`config.mk`:
```
export PLATFORM = sky130hd
export DESIGN_NAME = ps2_set1_scancode_decoder_top
export DESIGN_NICKNAME = d
export VERILOG_FILES = /design/src/hw/rtl/ps2s1_pkg.sv /design/src/hw/rtl/ps2s1_decode.sv /design/src/hw/rtl/ps2s1_outq.sv /design/src/hw/rtl/ps2_set1_scancode_decoder_top.sv
export SDC_FILE = /design/constraint.sdc
export NUM_CORES = 1
export LEC_CHECK = 0
export BUFFER_PORTS_ARGS = -buffer_cell sky130_fd_sc_hd__buf_2
export CAP_MARGIN = 25
export CORE_UTILIZATION = 33
export CTS_CLUSTER_DIAMETER = 60
export DETAILED_ROUTE_END_ITERATION = 10
export PLACE_DENSITY = 0.58
export SYNTH_ARGS = -nofsm -noshare
export SYNTH_HDL_FRONTEND = slang
export SYNTH_SLANG_ARGS = --single-unit
```
`constraint.sdc`:
```
create_clock -name clk -period 6.1 [get_ports clk]
set_input_delay 0.305 -clock clk [delete_from_list [all_inputs] [get_ports clk]]
set_output_delay 0.305 -clock clk [all_outputs]
set_load 0.1 [all_outputs]
```
`src/hw/rtl/ps2s1_pkg.sv`:
```
// Shared types, byte constants and key tables for the set 1 scan code decoder.
package ps2s1_pkg;

  localparam int unsigned QDepth = 4;
  localparam int unsigned QPtrW  = $clog2(QDepth);
  localparam int unsigned QCntW  = $clog2(QDepth + 1);

  localparam logic [7:0] BYTE_E0 = 8'hE0;
  localparam logic [7:0] BYTE_E1 = 8'hE1;
  localparam logic [7:0] BYTE_2A = 8'h2A;
  localparam logic [7:0] BYTE_B7 = 8'hB7;
  localparam logic [7:0] BYTE_37 = 8'h37;
  localparam logic [7:0] BYTE_AA = 8'hAA;
  localparam logic [7:0] BYTE_1D = 8'h1D;
  localparam logic [7:0] BYTE_45 = 8'h45;
  localparam logic [7:0] BYTE_9D = 8'h9D;
  localparam logic [7:0] BYTE_C5 = 8'hC5;

  localparam logic [6:0] CODE_UNKNOWN      = 7'd0;
  localparam logic [6:0] CODE_PRINT_SCREEN = 7'd124;
  localparam logic [6:0] CODE_PAUSE        = 7'd125;

  typedef enum logic [3:0] {
    ST_NORMAL    = 4'd0,
    ST_E0        = 4'd1,
    ST_PRTSC_1   = 4'd2,
    ST_E0_REPEAT = 4'd3,
    ST_E1        = 4'd4,
    ST_PAUSE_1   = 4'd5,
    ST_PAUSE_2   = 4'd6,
    ST_E1_REPEAT = 4'd7,
    ST_PAUSE_3   = 4'd8
  } prefix_state_t;

  typedef struct packed {
    logic [6:0] key_code;
    logic       released;
    logic       last;
  } key_event_t;

  typedef struct packed {
    logic [1:0] cnt;
    key_event_t ev0;
    key_event_t ev1;
  } dec_res_t;

  function automatic logic [6:0] plain_code(input logic [6:0] idx);
    logic [6:0] code;
    code = CODE_UNKNOWN;
    if (idx inside {[7'h01:7'h53]}) begin
      code = idx;
    end else if (idx == 7'h57) begin
      code = 7'd84;
    end else if (idx == 7'h58) begin
      code = 7'd85;
    end
    return code;
  endfunction

  function automatic logic [6:0] ext_code(input logic [6:0] idx);
    logic [6:0] code;
    case (idx)
      7'h10: code = 7'd86;
      7'h19: code = 7'd87;
      7'h1C: code = 7'd88;
      7'h1D: code = 7'd89;
      7'h20: code = 7'd90;
      7'h21: code = 7'd91;
      7'h22: code = 7'd92;
      7'h24: code = 7'd93;
      7'h2E: code = 7'd94;
      7'h30: code = 7'd95;
      7'h32: code = 7'd96;
      7'h35: code = 7'd97;
      7'h38: code = 7'd98;
      7'h47: code = 7'd99;
      7'h48: code = 7'd100;
      7'h49: code = 7'd101;
      7'h4B: code = 7'd102;
      7'h4D: code = 7'd103;
      7'h4F: code = 7'd104;
      7'h50: code = 7'd105;
      7'h51: code = 7'd106;
      7'h52: code = 7'd107;
      7'h53: code = 7'd108;
      7'h5B: code = 7'd109;
      7'h5C: code = 7'd110;
      7'h5D: code = 7'd111;
      7'h5E: code = 7'd112;
      7'h5F: code = 7'd113;
      7'h63: code = 7'd114;
      7'h65: code = 7'd115;
      7'h66: code = 7'd116;
      7'h67: code = 7'd117;
      7'h68: code = 7'd118;
      7'h69: code = 7'd119;
      7'h6A: code = 7'd120;
      7'h6B: code = 7'd121;
      7'h6C: code = 7'd122;
      7'h6D: code = 7'd123;
      default: code = CODE_UNKNOWN;
    endcase
    return code;
  endfunction

endpackage

```
`src/hw/rtl/ps2s1_decode.sv`:
```
// Prefix state machine and key event decode for one scan code byte.
module ps2s1_decode
  import ps2s1_pkg::*;
(
  input  logic       clk,
  input  logic       rst_n,
  input  logic       fire,
  input  logic [7:0] scan_byte,
  output dec_res_t   res
);

  prefix_state_t state_r;
  prefix_state_t state_nxt;
  logic          rel;
  logic [6:0]    idx;

  assign rel = scan_byte[7];
  assign idx = scan_byte[6:0];

  always_comb begin
    state_nxt = state_r;
    case (state_r)
      ST_E0: begin
        if (scan_byte == BYTE_2A || scan_byte == BYTE_B7) begin
          state_nxt = ST_PRTSC_1;
        end else begin
          state_nxt = ST_NORMAL;
        end
      end
      ST_PRTSC_1: begin
        if (scan_byte == BYTE_E0) begin
          state_nxt = ST_E0_REPEAT;
        end else begin
          state_nxt = ST_NORMAL;
        end
      end
      ST_E0_REPEAT: state_nxt = ST_NORMAL;
      ST_E1: begin
        if (scan_byte == BYTE_1D) begin
          state_nxt = ST_PAUSE_1;
        end
      end
      ST_PAUSE_1: begin
        if (scan_byte == BYTE_45) begin
          state_nxt = ST_PAUSE_2;
        end
      end
      ST_PAUSE_2: begin
        if (scan_byte == BYTE_E1) begin
          state_nxt = ST_E1_REPEAT;
        end
      end
      ST_E1_REPEAT: begin
        if (scan_byte == BYTE_9D) begin
          state_nxt = ST_PAUSE_3;
        end
      end
      ST_PAUSE_3: state_nxt = ST_NORMAL;
      default: begin
        if (scan_byte == BYTE_E0) begin
          state_nxt = ST_E0;
        end else if (scan_byte == BYTE_E1) begin
          state_nxt = ST_E1;
        end else begin
          state_nxt = ST_NORMAL;
        end
      end
    endcase
  end

  always_comb begin
    res     = '0;
    res.ev0 = '{key_code: CODE_UNKNOWN, released: rel, last: 1'b1};
    res.ev1 = '{key_code: CODE_PAUSE, released: 1'b1, last: 1'b1};
    case (state_r)
      ST_E0: begin
        if (!(scan_byte == BYTE_2A || scan_byte == BYTE_B7)) begin
          res.cnt          = 2'd1;
          res.ev0.key_code = ext_code(idx);
        end
      end
      ST_PRTSC_1: begin
        if (scan_byte != BYTE_E0) begin
          res.cnt          = 2'd1;
          res.ev0.key_code = plain_code(idx);
        end
      end
      ST_E0_REPEAT: begin
        if (scan_byte == BYTE_37 || scan_byte == BYTE_AA) begin
          res.cnt          = 2'd1;
          res.ev0.key_code = CODE_PRINT_SCREEN;
          res.ev0.released = (scan_byte == BYTE_AA);
        end
      end
      ST_E1, ST_PAUSE_1, ST_PAUSE_2, ST_E1_REPEAT: res.cnt = 2'd0;
      ST_PAUSE_3: begin
        if (scan_byte == BYTE_C5) begin
          res.cnt          = 2'd2;
          res.ev0.key_code = CODE_PAUSE;
          res.ev0.released = 1'b0;
          res.ev0.last     = 1'b0;
        end
      end
      default: begin
        if (scan_byte != BYTE_E0 && scan_byte != BYTE_E1) begin
          res.cnt          = 2'd1;
          res.ev0.key_code = plain_code(idx);
        end
      end
    endcase
  end

  always_ff @(posedge clk) begin
    if (!rst_n) begin
      state_r <= ST_NORMAL;
    end else if (fire) begin
      state_r <= state_nxt;
    end
  end

  // Every byte that yields an event leaves the prefix tracker with no prefix pending.
  a_event_clears_prefix: assert property (@(posedge clk) disable iff (!rst_n)
    (fire && res.cnt != 2'd0) |=> state_r == ST_NORMAL)
    else $error("prefix state not cleared after an event");

  a_two_events_only_pause: assert property (@(posedge clk) disable iff (!rst_n)
    (res.cnt == 2'd2) |-> (state_r == ST_PAUSE_3 && res.ev0.key_code == CODE_PAUSE))
    else $error("two events outside the pause sequence");

  a_hold_without_fire: assert property (@(posedge clk) disable iff (!rst_n)
    !fire |=> $stable(state_r))
    else $error("prefix state moved without an item");

endmodule

```
`src/hw/rtl/ps2s1_outq.sv`:
```
// Small event queue that takes up to two key events per cycle and delivers one unless out_stall is high.
module ps2s1_outq
  import ps2s1_pkg::*;
(
  input  logic       clk,
  input  logic       rst_n,
  input  logic [1:0] push_cnt,
  input  key_event_t push_ev0,
  input  key_event_t push_ev1,
  output logic       room,
  output logic       out_valid,
  input  logic       out_stall,
  output key_event_t out_ev
);

  key_event_t       q_r [QDepth];
  logic [QPtrW-1:0] wr_ptr_r;
  logic [QPtrW-1:0] wr_ptr_nxt;
  logic [QPtrW-1:0] wr_ptr_p1;
  logic [QPtrW-1:0] rd_ptr_r;
  logic [QPtrW-1:0] rd_ptr_nxt;
  logic [QCntW-1:0] count_r;
  logic [QCntW-1:0] count_nxt;
  logic             pop;

  assign room      = (count_r <= QCntW'(QDepth - 2));
  assign out_valid = (count_r != '0);
  assign out_ev    = q_r[rd_ptr_r];
  assign pop       = out_valid && !out_stall;
  assign wr_ptr_p1 = wr_ptr_r + QPtrW'(1);

  always_comb begin
    wr_ptr_nxt = wr_ptr_r + QPtrW'(push_cnt);
    rd_ptr_nxt = pop ? rd_ptr_r + QPtrW'(1) : rd_ptr_r;
    count_nxt  = count_r + QCntW'(push_cnt) - QCntW'(pop);
  end

  always_ff @(posedge clk) begin
    if (push_cnt != 2'd0) begin
      q_r[wr_ptr_r] <= push_ev0;
    end
    if (push_cnt == 2'd2) begin
      q_r[wr_ptr_p1] <= push_ev1;
    end
  end

  always_ff @(posedge clk) begin
    if (!rst_n) begin
      wr_ptr_r <= '0;
      rd_ptr_r <= '0;
      count_r  <= '0;
    end else begin
      wr_ptr_r <= wr_ptr_nxt;
      rd_ptr_r <= rd_ptr_nxt;
      count_r  <= count_nxt;
    end
  end

  a_count_bound: assert property (@(posedge clk) disable iff (!rst_n)
    count_r <= QCntW'(QDepth))
    else $error("event queue overflow");

  a_push_has_room: assert property (@(posedge clk) disable iff (!rst_n)
    (push_cnt != 2'd0) |-> room)
    else $error("events pushed without room");

  a_ptr_count_match: assert property (@(posedge clk) disable iff (!rst_n)
    QPtrW'(wr_ptr_r - rd_ptr_r) == count_r[QPtrW-1:0])
    else $error("queue pointers disagree with count");

endmodule

```
`src/hw/rtl/ps2_set1_scancode_decoder_top.sv`:
```
// Top level of the PS/2 scan code set 1 decoder.
//
// The input channel (in_valid, in_stall, in_scan_byte) takes one raw keyboard
// byte per item. The result channel (out_valid, out_stall, out_key_code,
// out_released, out_last) delivers key events; out_last marks the final event
// caused by one byte. Most bytes give one event, prefix bytes give none, and
// the last byte of the pause sequence gives a press and a release event.
// An accepted byte sits in an input register while the prefix state machine
// decodes it, and its events are written into a four-entry event queue.
// The first event is offered once the byte has passed the input register and
// been written into the queue; a queue without room holds it in the register.
// With the receiver taking events, one byte is accepted every cycle.
// When the receiver stalls, events collect in the queue; once the queue
// lacks space for two more events, the input register holds its byte and
// in_stall rises. Synchronous reset returns the prefix tracker to the state
// with no prefix seen and empties the input register and the queue.
module ps2_set1_scancode_decoder_top
  import ps2s1_pkg::*;
(
  input  logic       clk,
  input  logic       rst_n,
  input  logic       in_valid,
  output logic       in_stall,
  input  logic [7:0] in_scan_byte,
  output logic       out_valid,
  input  logic       out_stall,
  output logic [6:0] out_key_code,
  output logic       out_released,
  output logic       out_last
);

  logic       in_vld_r;
  logic       in_vld_nxt;
  logic [7:0] in_byte_r;
  logic       accept;
  logic       advance;
  logic       room;
  logic [1:0] push_cnt;
  dec_res_t   res;
  key_event_t out_ev;

  assign advance  = in_vld_r && room;
  assign in_stall = in_vld_r && !room;
  assign accept   = in_valid && !in_stall;
  assign push_cnt = advance ? res.cnt : 2'd0;

  always_comb begin
    in_vld_nxt = in_vld_r;
    if (accept) begin
      in_vld_nxt = 1'b1;
    end else if (advance) begin
      in_vld_nxt = 1'b0;
    end
  end

  always_ff @(posedge clk) begin
    if (!rst_n) begin
      in_vld_r <= 1'b0;
    end else begin
      in_vld_r <= in_vld_nxt;
    end
  end

  always_ff @(posedge clk) begin
    if (accept) begin
      in_byte_r <= in_scan_byte;
    end
  end

  ps2s1_decode u_decode (
    .clk       (clk),
    .rst_n     (rst_n),
    .fire      (advance),
    .scan_byte (in_byte_r),
    .res       (res)
  );

  ps2s1_outq u_outq (
    .clk       (clk),
    .rst_n     (rst_n),
    .push_cnt  (push_cnt),
    .push_ev0  (res.ev0),
    .push_ev1  (res.ev1),
    .room      (room),
    .out_valid (out_valid),
    .out_stall (out_stall),
    .out_ev    (out_ev)
  );

  assign out_key_code = out_ev.key_code;
  assign out_released = out_ev.released;
  assign out_last     = out_ev.last;

endmodule

```
# --- Yosys cells after proc, flatten, opt, wreduce, memory -nomap -nowiden ---
# Memories as Yosys holds them, arrays and structs flattened. A register that Yosys moved wholly into a read port is not among the register bits.
# Index checks and enable logic that the tools add are counted.
word_totals:
  wordCells: 91
  ff_bits: 20
  mem_count: 2
  mem_bits_rw: 36
  out_inout_bits: 11
  mem_bits_ro: 896
  input_bits: 12
memory_table:
  columns: ["name", "words", "word_bits", "rd", "rd_clocked_by_memory_dff", "wr", "line", "source"]
  rows:
  - ["(name not given)", 128, 7, 1, 1, 0, "ps2s1_pkg.sv:62", "case (idx)"]
  - ["u_outq.q_r", 4, 9, 1, 1, 2, "ps2s1_outq.sv:16", "key_event_t q_r [QDepth];"]
classes:
  eq_ne: 27
  n_mux: 31
  order_cmp: 3
  reduce_logical: 17
  add_sub_neg: 5
op_table:
  columns: ["operator", "count"]
  rows:
  - ["== test 8 bit (second input constant)", 6]
  - ["one-hot mux 7 bit (5 select lines)", 1]
  - ["two-way mux 7 bit", 4]
  - ["one-hot mux 4 bit (7 select lines)", 1]
  - ["two-way mux 8 bit", 3]
  - ["two-way mux 4 bit", 5]
  - ["== test 4 x 3 -> 1 bit (second input constant)", 4]
  - ["== test 8 x 6 -> 1 bit (second input constant)", 2]
  - ["!= test 8 bit (second input constant)", 2]
  - ["== test 7 bit (second input constant)", 2]
  - ["two-way mux 11 bit", 1]
  - ["two-way mux 2 bit", 5]
  - ["one-hot mux 2 bit (5 select lines)", 1]
  - ["two-way mux 9 bit", 1]
  - ["== test 4 x 2 -> 1 bit (second input constant)", 2]
  - ["== test 8 x 5 -> 1 bit (second input constant)", 1]
  - ["== test 8 x 7 -> 1 bit (second input constant)", 1]
  - ["!= test 2 x 1 -> 1 bit (second input constant)", 4]
  - [">= comparator 7 x 1 -> 1 bit (second input constant)", 1]
  - ["<= comparator 7 bit (second input constant)", 1]
  - ["two-way mux 1 bit", 7]
  - ["logical AND 1 bit", 6]
  - ["AND reduction 5 bit", 1]
  - ["adder 2 x 1 -> 2 bit (second input constant)", 2]
  - ["other kinds (15)", 19]

# --- Depth between registers and ports, before layout ---
# Gate-level depths: netlist of the first run.
depth:
  ltp_word: 10
  mapped_depth: 14
  depth_no_buf: 12

# --- Modules after synthesis ---
# A second synthesis of the first run with hierarchy kept.
unflattened:
  cells_unflattened: 393
  hier_area_um2: 4157.7
by_module_without_submodules:
  columns: ["mod", "seq_area_each_um2", "instances", "cells_per_inst", "area_each_um2"]
  rows:
  - ["ps2s1_outq", 1261.2, 1, 139, 2225.9]
  - ["ps2s1_decode", 80.1, 1, 239, 1625.3]
  - ["ps2_set1_scancode_decoder_top", 260.2, 1, 15, 306.5]

# --- Worst setup path before layout of the first run ---
# OpenSTA, ideal clock, no wires.
synth_timing:
  path_kind: "register to register"
  from: "register u_outq.count_r[0]"
  to: "register (tool-made name)"
  required_time_ns: 5.978
  setup_slack_ns: 2.826
  setup_time_ns: 0.122
  path_buffers: 0
  arrival_time_ns: 3.152
  synth_period_minus_slack_ns: 3.274
  path_stages_with_launch: 8
  path_cell_list: "dfxtp_1 a21oi_2 nor2_1 o22ai_1 a21oi_1 a221o_1 a21oi_1 a311o_1"
synth_rtl:
  columns: ["item", "line", "source"]
  rows:
  - ["start: declaration", "ps2s1_outq.sv:22", "logic [QCntW-1:0] count_r;"]
  - ["start signal: assignment", "ps2s1_outq.sv:55", "count_r <= count_nxt;"]

==> results.py, run 1 <==
metrics = {
    "grt": {
        "grt.overflow.total": 0,
        "grt_pass1_wl_um": 20700,
        "grt_pass1_vias": 3790,
        "grt_max_degree": 35,
        "antenna_found_initial": 0,
        "grt_use_total_pct": 18.8,
    },
    "cells_and_area": {
        "drive_gt1_share_pct": 15.6,
        "syn_to_final_growth_pct": 11.5,
        "final_cells": 684,
        "fill_cells": 1340,
        "multi_input_area_um2": 2870,
        "diodes": 0,
        "regArea_um2": 1380,
        "final_nets": 531,
        "fin_util_pct": 37.6,
    },
    "place": {
        "io_buffer_count": 22,
        "dp_cells": 668,
        "post-dp-hpwl_um": 9200,
        "gp_congestion": 0.956,
    },
    "power": {
        "vdd.ir_drop.worst_mv": 0.157,
        "p_leak_nw": 1.83,
        "p_per_area_nw_per_um2": 439,
    },
    "critical_path": {
        "cp-start-kind": "flop",
        "reg2reg_depth": 12,
        "reg2reg_from": "u_outq.count_r[0]$_SDFF_PN0_",
        "worstPathMaxFanout": 34,
        "ff2ff_setup_slack_ns": 2.17,
        "cp_data_required_time_ns": 6.33,
        "crit_arrival_ns": 4.16,
        "cp-startpoint": "u_outq.count_r[0]$_SDFF_PN0_",
        "worstSetupPathType": "reg -> reg",
        "cp-end-kind": "flop",
    },
    "floorplanning": {
        "die_height_um": 118,
        "rows": 42,
        "io_pins": 23,
        "coreArea_um2": 13200,
        "initial_core_util_pct": 33.8,
        "fp.dieW_um": 118,
        "dieArea_um2": 14000,
    },
    "sta": {
        "hold_viol_final": 0,
        "fin_crit_sh_pct": 64.4,
        "fmax_ghz": 0.255,
        "finalCriticalPeriod_ns": 3.93,
        "worst_slew_pin_slew_ns": 0.909,
        "fin_skew_ns": 0.00720,
        "grt_setup_unrepaired": "no",
        "holdWs_ns": 0.144,
        "tns_ns": 0,
        "slew_headroom_pct": 39.4,
        "setup_viol": 0,
        "slew_viol_final": 0,
    },
    "synth": {
        "synth-edff-count": 8,
        "synth.distinct_cells": 82,
        "synth_area_leaders": "dfxtp_1 (26%), edfxtp_1 (5.4%), mux4_2 (4.6%)",
        "synth_flop_cell": "dfxtp_1",
        "synth_top_cell_area_share_pct": 25.6,
        "async_flop_share_pct": 0,
        "ys_top_cells_by_count": "dfxtp_1 (57), nand2_1 (40), nor2_1 (32), a21oi_1 (29), clkbuf_1 (22)",
        "seq_area_frac_synth_pct": 31.0,
        "mappedNetlistArea_um2": 4450,
        "synth_cells": 503,
        "yosysMostFrequentCell": "dfxtp_1",
        "syn_area_per_cell_um2": 8.85,
        "yosys_warnings": 0,
        "synth-seq-cells": 65,
        "synth_top_area_cell": "dfxtp_1",
        "syn-num-nets": 531,
    },
    "clocking": {
        "clkTransAtPathRegs_ns": 0.06,
        "clock_sinks": 65,
        "cts_buffers": 9,
        "post_cts_resized": 0,
        "cts_max_path_buffers": 2,
        "clk_latency_ns": 0.34,
        "hold_buffers": 0,
        "cts_tree": "done",
        "ctsHtreeMaxLevel": 3,
        "cts_root_buf": "clkbuf_16",
        "post-cts-setup-buffers": 0,
    },
    "run": {
        "drv_cap": 0,
    },
    "routing": {
        "final_antenna_net_count": 0,
        "vias_per_cell": 5.79,
        "firstDrtPassIters": 5,
        "routed_wirelength_um": 12700,
        "drt_iter0_markers": 492,
        "vias": 3962,
        "wl_per_cell_um": 18.5,
        "drc": 0,
    },
    "worst_hold_path": {
        "hold_path_startpoint": "in_scan_byte[7]",
        "hp-class": "in -> reg",
        "hold_depth": 1,
        "hold_end": "in_byte_r[7]$_DFFE_PN_",
    },
    "status": {
        "status": "completed",
    },
}
==> per-layer routing <==
layer | vias up | track usage (%) | share of wire (%)
met4 | 0 | 8.33 | 2.3
met1 | 1942 | 25.9 | 47
li1 | 1888 | - | -
met3 | 23 | 3.47 | 4.8
met2 | 109 | 28.5 | 46
met5 | - | 0 | 0
==> cells by family after synthesis <==
| family | Yosys count | synth area share (%) |
|---|---|---|
| flops | 65 | 31.0 |
| buf+inv | 49 | 4.61 |
| simple gates | 189 | 23.3 |
| fa+ha+maj | 16 | 4.66 |
| xor+xnor | 8 | 1.57 |
| compound gates | 148 | 25.9 |
| mux | 28 | 8.96 |
==> layout make-up <==
| type | count | area share [%] |
|---|---|---|
| Clock inverter | 7 | 2.07 |
| Clock buffer | 9 | 4.54 |
| Sequential cell | 65 | 27.8 |
| Inverter | 16 | 1.21 |
| Tap cell | 176 | 4.43 |
| Timing Repair Buffer | 22 | 2.22 |
| Multi-Input combinational cell | 389 | 57.7 |
==> worst max-delay path, cell delays in order (launching register included) <==
cell       delay, ns
dfxtp_1         0.38
a21oi_2         0.11
o21ai_4         0.64
inv_2           0.48
mux2i_1         0.63
inv_1           0.24
ha_1            0.37
o22ai_1         0.15
nand2_1         0.07
a32oi_1         0.25
a21oi_1         0.06
o2bb2ai_1       0.16
a211o_1         0.24
==> stage by stage <==
step,instance area (um^2),power [mW],setup slack [ns]
after detailed placement,4640,1.61,2.19
after global routing,4970,2.29,1.72
after floorplan,4450,1.45,2.83
after global placement,4640,1.60,2.36
final,4970,2.18,2.17
after CTS,4970,2.18,2.18
==> cell usage in the layout, fill, tap and decap left out, types with 7 or more instances in the layout <==
cell / instances
o21ai_0: 19
o22a_1: 13
and2_1: 7
nand2_1: 40
buf_2: 22
clkbuf_16: 9
mux4_2: 9
nor2b_1: 15
a31oi_1: 7
nand2b_1: 18
ha_1: 15
nand3_1: 14
a2bb2oi_1: 9
nor3_1: 18
nor2_1: 32
a21oi_1: 29
dfxtp_1: 57
inv_1: 14
edfxtp_1: 8
mux2i_1: 17
==> worst max path at each step <==
stage / end / slack (ns) / cells after the start
after global placement: flop / 2.36 / 12
after floorplan: flop / 2.83 / 7
after CTS: flop / 2.18 / 12
final: flop / 2.17 / 12
after detailed placement: flop / 2.19 / 12
after global routing: flop / 1.72 / 12
==> where the power goes <==
group / leakage (nW) / switching (mW) / internal (mW)
Combinational: 1.12 / 0.647 / 0.289
Sequential: 0.549 / 0.108 / 0.558
Clock: 0.162 / 0.213 / 0.363
Total: 1.83 / 0.969 / 1.21
Note: power is estimated with default switching activity, not from simulation.
==> inputs of run 2 (changes only) <==
--- a/config.mk
+++ b/config.mk
@@ -5,6 +5,7 @@
 export SDC_FILE = /design/constraint.sdc
 export NUM_CORES = 1
 export LEC_CHECK = 0
+export ABC_AREA = 1
 export BUFFER_PORTS_ARGS = -buffer_cell sky130_fd_sc_hd__buf_2
 export CAP_MARGIN = 25
 export CORE_UTILIZATION = 33
==> constraint.sdc (replaced) <==
create_clock -name clk -period 3.7 [get_ports clk]
set_input_delay 0.185 -clock clk [delete_from_list [all_inputs] [get_ports clk]]
set_output_delay 0.185 -clock clk [all_outputs]
set_load 0.1 [all_outputs]
==> run 2 against run 1 <==
Compared with the run above: hold slack lost 0.12 ns; critical path depth increased by 5; core utilization increased by 0.84 points; worst setup slack got worse by 1.4 ns; critical path type unchanged; register-to-register slack worse by 1.4 ns; global-route usage fell by 0.83 points; combinational power grew 68%; largest cell class unchanged; clock skew is 0.0028 ns lower; synthesized cell count grew 27%.
==> results.py, run 2 <==
metrics = {
    "status": {
        "status": "completed",
    },
    "grt": {
        "grt_pass1_wl_um": 18500,
        "grt_use_total_pct": 18.0,
        "grt_pass1_vias": 3839,
        "grt.overflow.total": 0,
        "antenna_found_initial": 0,
        "grt_max_degree": 41,
    },
    "critical_path": {
        "crit_chain": "inv_1, nand2_2, nand3_4, nand2_2, o21ai_0, inv_1, ha_1, inv_1, nand3_1, nand2_1, nor2_1, nor2_1, nand2_1, nand2_1, nand2_1, nand2_1, nand2_1",
        "crit_arrival_ns": 3.19,
        "cp-end-kind": "flop",
        "crit_buf_inv": 3,
        "crit_cells": 17,
        "critPathTopFamily": "simple AND/OR/NAND/NOR gates",
        "worstPathMaxFanout": 14,
        "crit_path_top_delay_cell": "o21ai_0",
        "worstSetupPathType": "reg -> reg",
        "cp-start-kind": "flop",
        "reg2reg_from": "u_outq.count_r[2]$_SDFF_PN0_",
        "reg2reg_depth": 17,
        "ff2ff_setup_slack_ns": 0.74,
        "critPathMaxStageDelay_ns": 0.78,
        "cp_common_cell": "nand2_1",
        "cp_data_required_time_ns": 3.93,
    },
    "floorplanning": {
        "dieArea_um2": 12900,
        "fp.dieW_um": 114,
        "initial_core_util_pct": 34.0,
        "io_pins": 23,
        "coreArea_um2": 12100,
        "die_height_um": 114,
        "rows": 40,
    },
    "clocking": {
        "cts_buffers": 9,
        "clk_latency_ns": 0.34,
        "ctsHtreeMaxLevel": 3,
        "cts_root_buf": "clkbuf_16",
        "clkTransAtPathRegs_ns": 0.06,
        "post_cts_resized": 0,
        "clock_sinks": 65,
        "post-cts-setup-buffers": 0,
        "cts_tree": "done",
        "cts_max_path_buffers": 2,
        "hold_buffers": 0,
    },
    "synth": {
        "yosys_warnings": 0,
        "synth_top_area_cell": "dfxtp_1",
        "yosysMostFrequentCell": "nand2_1",
        "synth_area_leaders": "dfxtp_1 (28%), nand2_1 (17%), nand3_1 (13%)",
        "syn_area_per_cell_um2": 6.47,
        "synth-seq-cells": 65,
        "synth-edff-count": 8,
        "seq_area_frac_synth_pct": 33.5,
        "async_flop_share_pct": 0,
        "synth_cells": 637,
        "ys_top_cells_by_count": "nand2_1 (183), nand3_1 (103), nor2_1 (63), dfxtp_1 (57), inv_1 (57)",
        "mappedNetlistArea_um2": 4120,
        "syn-num-nets": 665,
        "synth_flop_cell": "dfxtp_1",
        "synth_top_cell_area_share_pct": 27.7,
        "synth.distinct_cells": 34,
    },
    "routing": {
        "routed_wirelength_um": 10700,
        "drt_iter0_markers": 251,
        "vias_per_cell": 4.95,
        "vias": 4095,
        "final_antenna_net_count": 0,
        "wl_per_cell_um": 12.9,
        "drc": 0,
        "firstDrtPassIters": 5,
    },
    "power": {
        "power.total_mw": 3.45,
        "p_leak_nw": 2.30,
        "p_per_area_nw_per_um2": 741,
        "vdd.ir_drop.worst_mv": 0.256,
    },
    "cells_and_area": {
        "stdcell_area_um2": 4660,
        "syn_to_final_growth_pct": 13.0,
        "fin_util_pct": 38.5,
        "final_nets": 682,
        "layout_commonest_cell": "nand2_1",
        "diodes": 0,
        "drive_gt1_share_pct": 10.9,
        "final_cell_mix": "nand2_1 (183), nand3_1 (103), nor2_1 (63)",
    },
    "worst_hold_path": {
        "hold_path_startpoint": "in_scan_byte[7]",
        "hold_depth": 1,
        "hold_end": "in_byte_r[7]$_DFFE_PN_",
        "hp-class": "in -> reg",
    },
    "sta": {
        "fmax_ghz": 0.338,
        "setup_viol": 0,
        "slew_viol_final": 0,
        "slew_headroom_pct": 35.3,
        "worst_slew_pin_slew_ns": 0.966,
        "tns_ns": 0,
        "finalCriticalPeriod_ns": 2.96,
        "fin_skew_ns": 0.00438,
        "hold_viol_final": 0,
        "grt_setup_unrepaired": "no",
        "fin_crit_sh_pct": 80.0,
    },
    "run": {
        "drv_cap": 0,
    },
    "place": {
        "gp_congestion": 0.892,
        "post-dp-hpwl_um": 7830,
        "io_buffer_count": 22,
        "dpl_cell_area_um2": 4360,
    },
}
run 2: area by class of cell:
class | count | area, um^2
Clock buffer | 10 | 239
Tap cell | 168 | 210
Fill cell | 1325 | 7450
Clock inverter | 6 | 65.1
Multi-Input combinational cell | 490 | 2410
Timing Repair Buffer | 22 | 110
Sequential cell | 65 | 1380
Inverter | 66 | 248
run 2: where the power goes:
group          switching, mW  total (mW)  internal [mW]
clock network          0.327       0.868          0.541
logic                   1.22        1.57          0.353
registers              0.120        1.02          0.897
total                   1.66        3.45           1.79
run 2: cell families (layout without fill, tap and decap cells):
kind of cell	count (synthesis)	count (layout)	synth area share, %
xor+xnor	3	3	0.637
buf+inv	82	104	8.10
simple gates	384	384	41.0
compound gates	87	87	11.7
fa+ha+maj	16	16	5.04
flops	65	65	33.5
run 2: metrics by stage:
stage / std cells / hold WS [ns] / setup WS, ns
finish: 827 / 0.0247 / 0.740
global route: 827 / 0.0175 / 0.386
CTS: 827 / 0.0180 / 0.709
detailed placement: 811 / 0.364 / 0.720
global placement: 811 / 0.362 / 0.907
floorplan: 637 / 0.278 / 1.12
run 2: worst max path at each step:
stage,start,end,slack (ns)
6_report,u_outq.count_r[2]$_SDFF_PN0_,flop,0.74
5_1_grt,u_outq.count_r[2]$_SDFF_PN0_,flop,0.39
4_1_cts,u_outq.count_r[2]$_SDFF_PN0_,flop,0.71
3_5_place_dp,u_outq.count_r[2]$_SDFF_PN0_,flop,0.72
3_3_place_gp,u_outq.count_r[2]$_SDFF_PN0_,flop,0.91
2_1_floorplan,flop,out_key_code[1],1.12
run 2: per-layer routing:
layer	global-route usage, %	up-vias	share of wire, %
met5	0	-	0
met3	3.83	20	5.4
li1	-	2126	-
met1	23.6	1826	48
met4	6.58	0	2.1
met2	29.1	123	45
==> inputs of run 3 (changes only) <==
==> constraint.sdc (replaced) <==
create_clock -name clk -period 3.1 [get_ports clk]
set_input_delay 0.155 -clock clk [delete_from_list [all_inputs] [get_ports clk]]
set_output_delay 0.155 -clock clk [all_outputs]
set_load 0.1 [all_outputs]
==> run 3 against run 2 <==
Compared with the run above: hold slack worse by 0.0080 ns; worst setup slack worse by 0.13 ns; count of clock-buffer cells in the layout increased by 1; largest power group unchanged; global-route usage down 0.17 points; sequential share of layout area down 0.28 points; die area unchanged; critical path type unchanged; power grew 20%; final area rose by 0.94%; register-to-register slack got worse by 0.13 ns; first-iteration DRC count is 16% higher; wire length barely moved.
==> results.py, run 3 (same netlist as run 2, synthesis figures left out) <==
metrics = {
    "cells_and_area": {
        "diodes": 0,
        "final_nets": 686,
        "stdcell_area_um2": 4710,
        "layout_commonest_cell": "nand2_1",
        "fill_cells": 1320,
        "drive_gt1_share_pct": 11.3,
        "fin_util_pct": 38.9,
        "final_cell_mix": "nand2_1 (183), nand3_1 (103), nor2_1 (63)",
        "syn_to_final_growth_pct": 14.1,
        "final_cells": 831,
    },
    "floorplanning": {
        "io_pins": 23,
        "initial_core_util_pct": 34.0,
        "coreArea_um2": 12100,
        "rows": 40,
        "fp.dieW_um": 114,
        "dieArea_um2": 12900,
        "die_height_um": 114,
    },
    "routing": {
        "vias_per_cell": 5.02,
        "firstDrtPassIters": 5,
        "final_antenna_net_count": 0,
        "wl_per_cell_um": 12.8,
        "drc": 0,
        "routed_wirelength_um": 10700,
        "vias": 4170,
        "drt_iter0_markers": 292,
    },
    "sta": {
        "fmax_ghz": 0.401,
        "slew_viol_final": 0,
        "grt_setup_unrepaired": "no",
        "fin_skew_ns": 0.00621,
        "fin_ws_ns": 0.609,
        "tns_ns": 0,
        "hold_viol_final": 0,
        "slew_headroom_pct": 41.3,
        "fin_crit_sh_pct": 80.4,
        "finalCriticalPeriod_ns": 2.49,
        "setup_viol": 0,
        "worst_slew_pin_slew_ns": 0.878,
        "holdWs_ns": 0.0167,
    },
    "place": {
        "gp_congestion": 0.895,
        "io_buffer_count": 22,
        "dp_cells": 814,
        "dpl_cell_area_um2": 4380,
        "pre_cts_slack_ns": 0.616,
        "post-dp-hpwl_um": 7980,
    },
    "power": {
        "p_per_area_nw_per_um2": 884,
        "vdd.ir_drop.worst_mv": 0.276,
        "seqPwrFrac_pct": 28.7,
        "combinationalPowerShare_pct": 46.0,
        "switchingPower_mw": 1.99,
        "p_leak_nw": 2.32,
        "internal-power_mw": 2.17,
        "swShare_pct": 47.8,
        "power.total_mw": 4.16,
        "clock_power_share_pct": 25.4,
    },
    "clocking": {
        "cts_tree": "done",
        "clkTransAtPathRegs_ns": 0.06,
        "cts_root_buf": "clkbuf_16",
        "clock_sinks": 65,
        "ctsHtreeMaxLevel": 3,
        "cts_buffers": 9,
        "cts_max_path_buffers": 2,
        "post_cts_resized": 0,
        "clk_latency_ns": 0.33,
    },
    "grt": {
        "grt.overflow.total": 0,
        "grt_max_degree": 41,
        "grt_pass1_wl_um": 18500,
        "antenna_found_initial": 0,
        "grt_pass1_vias": 3895,
        "grt_use_total_pct": 17.8,
    },
    "critical_path": {
        "reg2reg_depth": 16,
        "worstSetupPathType": "reg -> reg",
        "ff2ff_setup_slack_ns": 0.61,
        "worstPathMaxFanout": 14,
        "crit_arrival_ns": 2.77,
        "reg2reg_from": "u_outq.count_r[2]$_SDFF_PN0_",
        "cp_data_required_time_ns": 3.38,
        "cp-end-kind": "flop",
        "cp-start-kind": "flop",
    },
    "worst_hold_path": {
        "hold_path_startpoint": "in_scan_byte[0]",
        "hp-class": "in -> reg",
        "hold_depth": 1,
        "hold_end": "in_byte_r[0]$_DFFE_PN_",
    },
    "status": {
        "status": "completed",
    },
    "run": {
        "drv_cap": 0,
    },
}
run 3: power groups by stage:
stage,Sequential [mW],Clock (mW),Combinational [mW]
2_1_floorplan,1.17,0,1.59
3_3_place_gp,1.20,0,1.88
3_5_place_dp,1.21,0,1.90
4_1_cts,1.19,1.08,1.91
5_1_grt,1.22,1.12,2.10
6_report,1.19,1.06,1.91
run 3: worst max-delay path by stage:
| stage | from | to |
|---|---|---|
| after floorplan | flop | out_key_code[1] |
| after global placement | u_outq.count_r[2]$_SDFF_PN0_ | flop |
| after detailed placement | u_outq.count_r[2]$_SDFF_PN0_ | flop |
| after CTS | u_outq.count_r[2]$_SDFF_PN0_ | flop |
| after global routing | u_outq.count_r[2]$_SDFF_PN0_ | flop |
| final | u_outq.count_r[2]$_SDFF_PN0_ | flop |
run 3: area by class of cell:
class / instances / area [um^2] / share of cell area [%]
multi-input combinational: 490 / 2410 / 51.2
sequential: 65 / 1380 / 29.4
clock buffer: 11 / 253 / 5.37
inverter: 66 / 248 / 5.26
tap: 168 / 210 / 4.47
timing repair buffer: 26 / 143 / 3.03
clock inverter: 5 / 62.6 / 1.33
run 3: worst max-delay path: stages (launching register included):
cell     delay (ns)
dfxtp_1        0.34
inv_1          0.08
nand2_2        0.09
nand3_4        0.14
nand2_2        0.31
nand2_1        0.07
o21ai_0        0.09
buf_4          0.21
inv_1          0.11
ha_1           0.23
nand2_1        0.18
nand2_1        0.07
o21ai_0        0.18
nand2_1        0.11
nand2_1        0.07
nand2_1        0.07
nand3_1        0.07
run 3: repair_timing:
action                     in CTS  in global routing
hold buffers                    1                  0
setup endpoints to repair       0                  0
setup buffers                   0                  0
hold endpoints to repair        1                  0
run 3: routing by layer:
metal / global-route usage [%] / wire [um] / vias to the layer above
li1: - / - / 2130
met1: 23.1 / 5040 / 1886
met2: 28.8 / 4810 / 140
met3: 4.62 / 676 / 14
met4: 5.63 / 141 / 0
met5: 0 / 0 / -
